--- config.mk ---
export PLATFORM = sky130hd
export DESIGN_NAME = dtq_mulcmp
export DESIGN_NICKNAME = d
export VERILOG_FILES = /design/src/hw/rtl/drop_tail_queue_goodput_monitor_defines.svh /design/src/hw/rtl/dtq_pkg.sv /design/src/hw/rtl/dtq_mulcmp.sv
export SDC_FILE = /design/constraint.sdc
export NUM_CORES = 1
export LEC_CHECK = 0
export BUFFER_PORTS_ARGS = -buffer_cell sky130_fd_sc_hd__buf_4
export CORE_MARGIN = 3
export CORE_UTILIZATION = 60
export CTS_BUF_LIST = sky130_fd_sc_hd__clkbuf_16
export CTS_CLUSTER_SIZE = 28
export DETAILED_ROUTE_END_ITERATION = 8
export HOLD_SLACK_MARGIN = 0.06
export PLACE_DENSITY = 0.79
export SYNTH_ARGS = -nofsm -noshare
export SYNTH_HDL_FRONTEND = slang
export SYNTH_SLANG_ARGS = --single-unit
--- constraint.sdc ---
create_clock -name clk -period 15.6 [get_ports clk]
set_input_delay 3.12 -clock clk [delete_from_list [all_inputs] [get_ports clk]]
set_output_delay 3.12 -clock clk [all_outputs]
set_load 0.005 [all_outputs]
--- src/hw/rtl/drop_tail_queue_goodput_monitor_defines.svh ---
`ifndef DROP_TAIL_QUEUE_GOODPUT_MONITOR_DEFINES_SVH
`define DROP_TAIL_QUEUE_GOODPUT_MONITOR_DEFINES_SVH

// same-cycle implication on clk, disabled in reset
`define DTQ_ASSERT_NOW(label, ante, cons, msg) \
  label: assert property (@(posedge clk) disable iff (rst) (ante) |-> (cons)) \
    else $error(msg);

// next-cycle implication on clk, disabled in reset
`define DTQ_ASSERT_NEXT(label, ante, cons, msg) \
  label: assert property (@(posedge clk) disable iff (rst) (ante) |=> (cons)) \
    else $error(msg);

`endif

--- src/hw/rtl/dtq_pkg.sv ---
package dtq_pkg;

  localparam int QUEUE_DEPTH = 512;
  localparam int MAX_SERVE   = 16;
  localparam int PTR_W       = $clog2(QUEUE_DEPTH);
  localparam int CNT_W       = 10;
  localparam int RATE_W      = 5;
  localparam int THR_W       = 16;
  localparam int ID_W        = 16;
  localparam int SLOT_W      = ID_W + 1;
  localparam int CTR_W       = 32;
  localparam int KIND_W      = 3;
  localparam int ACT_W       = 2;
  localparam int IDX_W       = 2;
  localparam int CFG_W       = 16;

  localparam logic [ACT_W-1:0] ACT_ARRIVAL = 2'd0;
  localparam logic [ACT_W-1:0] ACT_TICK    = 2'd1;

  localparam logic [KIND_W-1:0] KIND_QUEUED   = 3'd0;
  localparam logic [KIND_W-1:0] KIND_DROPPED  = 3'd1;
  localparam logic [KIND_W-1:0] KIND_ACK      = 3'd2;
  localparam logic [KIND_W-1:0] KIND_COLLAPSE = 3'd3;
  localparam logic [KIND_W-1:0] KIND_ERROR    = 3'd4;

  localparam logic [IDX_W-1:0] REG_QUEUE_LIMIT = 2'd0;
  localparam logic [IDX_W-1:0] REG_SERVE_RATE  = 2'd1;
  localparam logic [IDX_W-1:0] REG_THRESHOLD   = 2'd2;

  localparam logic [CNT_W-1:0]  LIMIT_RESET     = 10'd500;
  localparam logic [RATE_W-1:0] RATE_RESET      = 5'd5;
  localparam logic [THR_W-1:0]  THRESHOLD_RESET = 16'd13107;

  typedef struct packed {
    logic done;
    logic below;
  } mul_status_t;

endpackage

--- src/hw/rtl/dtq_mulcmp.sv ---
module dtq_mulcmp (
  input  logic                         clk,
  input  logic                         rst,
  input  logic                         start,
  input  logic [dtq_pkg::THR_W-1:0]    threshold,
  input  logic [dtq_pkg::CTR_W-1:0]    total,
  input  logic [dtq_pkg::CTR_W-1:0]    good,
  output dtq_pkg::mul_status_t         status
);

  localparam int HALF_W = dtq_pkg::CTR_W / 2;
  localparam int PROD_W = dtq_pkg::THR_W + HALF_W;
  localparam int ACC_W  = dtq_pkg::THR_W + dtq_pkg::CTR_W;

  logic              busy;
  logic              phase;
  logic              done;
  logic [ACC_W-1:0]  acc;
  logic [HALF_W-1:0] operand;
  logic [PROD_W-1:0] prod;

  assign operand = phase ? total[dtq_pkg::CTR_W-1:HALF_W] : total[HALF_W-1:0];
  assign prod    = PROD_W'(threshold) * PROD_W'(operand);

  always_ff @(posedge clk) begin
    if (rst) begin
      busy  <= 1'b0;
      phase <= 1'b0;
      done  <= 1'b0;
    end else begin
      done <= busy && phase;
      if (start) begin
        busy  <= 1'b1;
        phase <= 1'b0;
      end else if (busy) begin
        phase <= ~phase;
        if (phase) begin
          busy <= 1'b0;
        end
      end
    end
  end

  always_ff @(posedge clk) begin
    if (busy) begin
      if (!phase) begin
        acc <= ACC_W'(prod);
      end else begin
        acc <= acc + {prod, {HALF_W{1'b0}}};
      end
    end
  end

  assign status.done  = done;
  assign status.below = {good, {dtq_pkg::THR_W{1'b0}}} < acc;

endmodule

### Word level (Yosys, flattened, before mapping)

Index checks and enable logic that the tools add are counted.

* register bits: 51
* bits of input ports: 83

* add/sub/neg operators: 1
* multiply operators: 1
* $lt $le $gt $ge: 1
* multiplexer cells: 5
* bitwise gates (word level): 1
* reduce and logical (&&, ||, !) cells: 2

Operator list (count)
* $add A48 B48 Y48: 1
* $lt A48 B48 Y1: 1
* $mul A16 B16 Y32: 1
* $mux W32: 1
* $mux W16: 1
* $mux W1: 3
* $reduce_or A2 Y1: 1
* $logic_and A1 B1 Y1: 1
* $not A1 Y1: 1

### Depth between registers and ports, before layout

* word-level depth: 4
* depth in mapped cells: 35

### Worst setup path after synthesis

OpenSTA, ideal clock, no wires.

* path kind: input to register
* from: in total[22] (netlist name)
* to: reg acc[47] (data pin)
* setup time: 266 ps
* arrival: 10428 ps
* required time: 15334 ps
* setup slack: 4906 ps
* cell stages on the path: 30
* buffers on the path: 2
* path through: mux2i_1 -> clkbuf_1 -> nor2b_1 -> fa_1 -> inv_1 -> fa_1 -> fa_1 -> inv_1 -> fa_1 -> fa_1 -> inv_1 -> fa_1 -> inv_1 -> ha_1 -> a21o_1 -> a21o_1 -> a21o_1 -> a311oi_1 -> o31a_2 -> a21oi_2 -> xor2_1 -> ha_1 -> clkbuf_1 -> nand4_1 -> a2111o_1 -> a31o_2 -> or3_1 -> a21oi_1 -> xnor3_1 -> nor2_1

* cells in the longest elaborated chain, start to end: 3

RTL lines
* start, declared: RTL line dtq_mulcmp.sv:6 `input logic [dtq_pkg::CTR_W-1:0] total,`
* $mux W16: RTL line dtq_mulcmp.sv:22 `assign operand = phase ? total[dtq_pkg::CTR_W-1:HALF_W] : total[HALF_W-1:0];`
* $mul A16 B16 Y32: RTL line dtq_mulcmp.sv:23 `assign prod = PROD_W'(threshold) * PROD_W'(operand);`
* $add A48 B48 Y48: RTL line dtq_mulcmp.sv:49 `acc <= acc + {prod, {HALF_W{1'b0}}};`
* end signal, assigned: RTL line dtq_mulcmp.sv:47 `acc <= ACC_W'(prod);`
* end signal, assigned: RTL line dtq_mulcmp.sv:49
* end, declared: RTL line dtq_mulcmp.sv:18 `logic [ACC_W-1:0] acc;`

No other way between the ends.
A chain may end at the register's enable or synchronous reset.

### Final worst setup path

* from: in total[22] (netlist name)
* to: reg acc[46] (data pin)

Same word-level chain as after synthesis.

==> results.md <==
- Synth top area share: between 20 and 30%
- DR pass1 iterations: 5
- Fin cells: 1787
- Final worst-path cycle share: about 70%
- Worst skew pair latency: 310 ps
- Syn Std Cell Area: around 13000 um^2
- GRT Resource Usage Total: between 20 and 30%
- Row Count: between 50 and 60
- Placed cell areas: about 14000 um^2
- RSZ-0062 raised after global routing: no
- Multi-input gate area in the final layout: roughly 10000 um^2
- Seq/Total Area, Yosys: 11.4%
- Post-placement cell count: between 1500 and 2000
- Via density: around 5.8
- Hold wc startpoint: acc[16]$_DFFE_PP_
- ANT cells: 0
- Top layer in use: met5
- Wire length on met2: 15700 um
- Routed wl met3: 2030 um
- R2R Path End: acc[46]$_SDFFCE_PN0P_
- Final nets: between 1500 and 2000
- Initial Utilization: ~62%
- Post-CTS Setup Repair Bufs: 0
- Synth area leaders: fa_1, ha_1, edfxtp_1, inv_1, nand2_1
- Synth cell types: a little under 70
- Vias post-DR: between 10000 and 15000
- Compound-Gate Fraction of Synth Area: about 11%
- Reg2reg start: phase$_SDFFE_PP0P_
- I/O Pins: 85
- Avg Inst Size Synth: 8.98 um^2
- Arr. time, crit path: 10940 ps
- Endpoints failing setup: 0
- Reg2reg setup slack: 6390 ps
- Asr flop ratio synth: 0%
- Fmax: around 92 MHz
- Adder-Cell Fraction of Synth Area: between 40% and 50%
- Reg area: about 1500 um^2
- Worst endpoint required time: 15640 ps
- Ys Warns: 0
- TritonCTS Buffers: 5
- Synth Register Bits: 51
- Ys flop type: edfxtp_1
- Final hold violation count: 0
- Clock transition at path regs: approximately 70 ps
- CP max stage cell: fa_1
- Area Growth Syn to Fin: 7.22%
- Number of flops mapped to enable cells by yosys: 48
- Total negative slack: 0 ps
- Class of the worst hold path: flop to flop
- Main combinational cell family by area after synthesis: adder cells
- Design area: between 10000 and 15000 um^2
- Max-slew violation count: 0
- Core area: between 20000 and 25000 um^2
- Hold endpoint: acc[16]$_DFFE_PP_
- Worst rel slew slack: about 34%
- Detailed-placement wirelength estimate: between 20000 and 30000 um
- Initial antenna violation count: 2
- Fraction of layout cells with a size suffix above 1: just under 10%
- Clock skew: 3.80 ps
- Clk root buf: clkbuf_16
- FILL cells: 1731
- Fraction of the mapped netlist area in simple logic gates: roughly 16%
- Startpoint types: input port
- Drt drc: 0
- Maximum number of pins on one net before global-route repair: 36
- WL/cell: around 18 um
- Crit Path Class: input port to flop
- Commonest non-fill, non-tap cells in the layout: inv_1, fa_1, ha_1, nand2_1, buf_4
- Most common cell after layout, fill and taps aside: inv_1
- Worst hold slack: roughly 760 ps
- Final wirelength: 32000 um
- Synth area leader: fa_1
- Mux cell area share after synthesis: roughly 2.5%
- Post-route ant nets: 0
- Die area: 23800 um^2
- Total gr overflow: 0
- Xor and xnor area share after synthesis: approximately 4.0%
- Crit-path most repeated cell: fa_1
- Gp weighted congestion: 0.883
- Global-route wire length before repair: 53700 um
- Worst hold path stage count: 2
- Drt first-iter violations: around 640
- Met1 wire length: approximately 13000 um
- R2R depth: 30
- Syn_nets: about 1900
- Hold_buf cts: 0
- Vias in the first global route: approximately 11000
- CP Capture Type: flop
- Max cap viols: 0
- Crit path time final: ~11000 ps
- CTS H-tree lvls: 2
- Die H: 154 um
- CP max stage delay: around 600 ps
- Status: complete, no violations
- Cells after synthesis: roughly 1500
- Slew at the pin closest to its max-slew limit: a little under 1000 ps
- Clock sinks: a little over 50
- CP Max Fanout: 16
- CTS Buffer Depth: 2
- Cts repair resizes: 0
- CTS tree: yes
- Die width: about 150 um
- Buffers on Ports: 84
worst max-delay path: cells and delay by family:
family	cells	cell delay, ps
xor gates and xnor gates	2	510
AOI/OAI and AO/OA	11	2270
muxes	1	120
and+or+nand+nor	4	460
buffers and inverters	6	580
adders and majority gates	8	3870
sequential cells by signal, indices dropped and copies added, names as in the netlist:
name,count
busy,1
done,1
acc,48
phase,1
cells in the mapped netlist (6+ instances only):
master	number
nand4_1	11
and3_1	6
a31oi_1	7
ha_1	169
nor2_1	44
fa_1	195
nor2b_1	54
o21bai_1	14
a21oi_1	62
o21ai_0	29
nand3_1	15
buf_2	7
a21o_1	40
edfxtp_1	48
nand2_1	165
and2_1	89
clkbuf_1	42
inv_1	278
xor2_1	14
o21a_1	8
nor3_1	6
mux2_2	26
xnor2_1	43
nand2b_1	12
per-layer routing:
metal,global-route usage [%],up-vias
met5,0,-
met4,8.75,4
met3,3.74,92
met2,47.2,355
met1,36.9,5069
li1,-,4786
through the flow:
stage / setup slack (ps) / utilization, %
6_report: 4700 / 66.3
5_1_grt: 4240 / 66.3
4_1_cts: 4740 / 66.3
3_5_place_dp: 4440 / 65.7
3_3_place_gp: 4500 / 65.7
2_1_floorplan: 4910 / -
final cells by class:
| class | instances | area share, % |
|---|---|---|
| well taps | 275 | 2.44 |
| repair buffers | 90 | 4.79 |
| clock inverters | 3 | 0.124 |
| multi-input cells | 1084 | 73.7 |
| flip-flops and latches | 51 | 10.6 |
| clock buffers | 5 | 0.886 |
| inverters | 279 | 7.42 |
worst max path at each step:
stage	depth (start not counted)	endpoint	slack [ps]	from
after floorplan	30	acc[47]$_SDFFCE_PN0P_	4910	total[22]
after global placement	32	acc[46]$_SDFFCE_PN0P_	4500	total[22]
after detailed placement	32	acc[46]$_SDFFCE_PN0P_	4440	total[22]
after CTS	32	acc[46]$_SDFFCE_PN0P_	4740	total[22]
after global routing	32	acc[46]$_SDFFCE_PN0P_	4240	total[22]
final	32	acc[46]$_SDFFCE_PN0P_	4700	total[22]
kinds of logic after synthesis:
kind of cell	count (synthesis)
DFF	51
AOI/OAI and AO/OA	213
and+or+nand+nor	419
muxes	30
adders and majority gates	364
buffers and inverters	331
xor gates and xnor gates	58
Power is left out: the tool's default activity adds up to more than one toggle a clock period on the data nets, which glitch-free logic cannot reach.
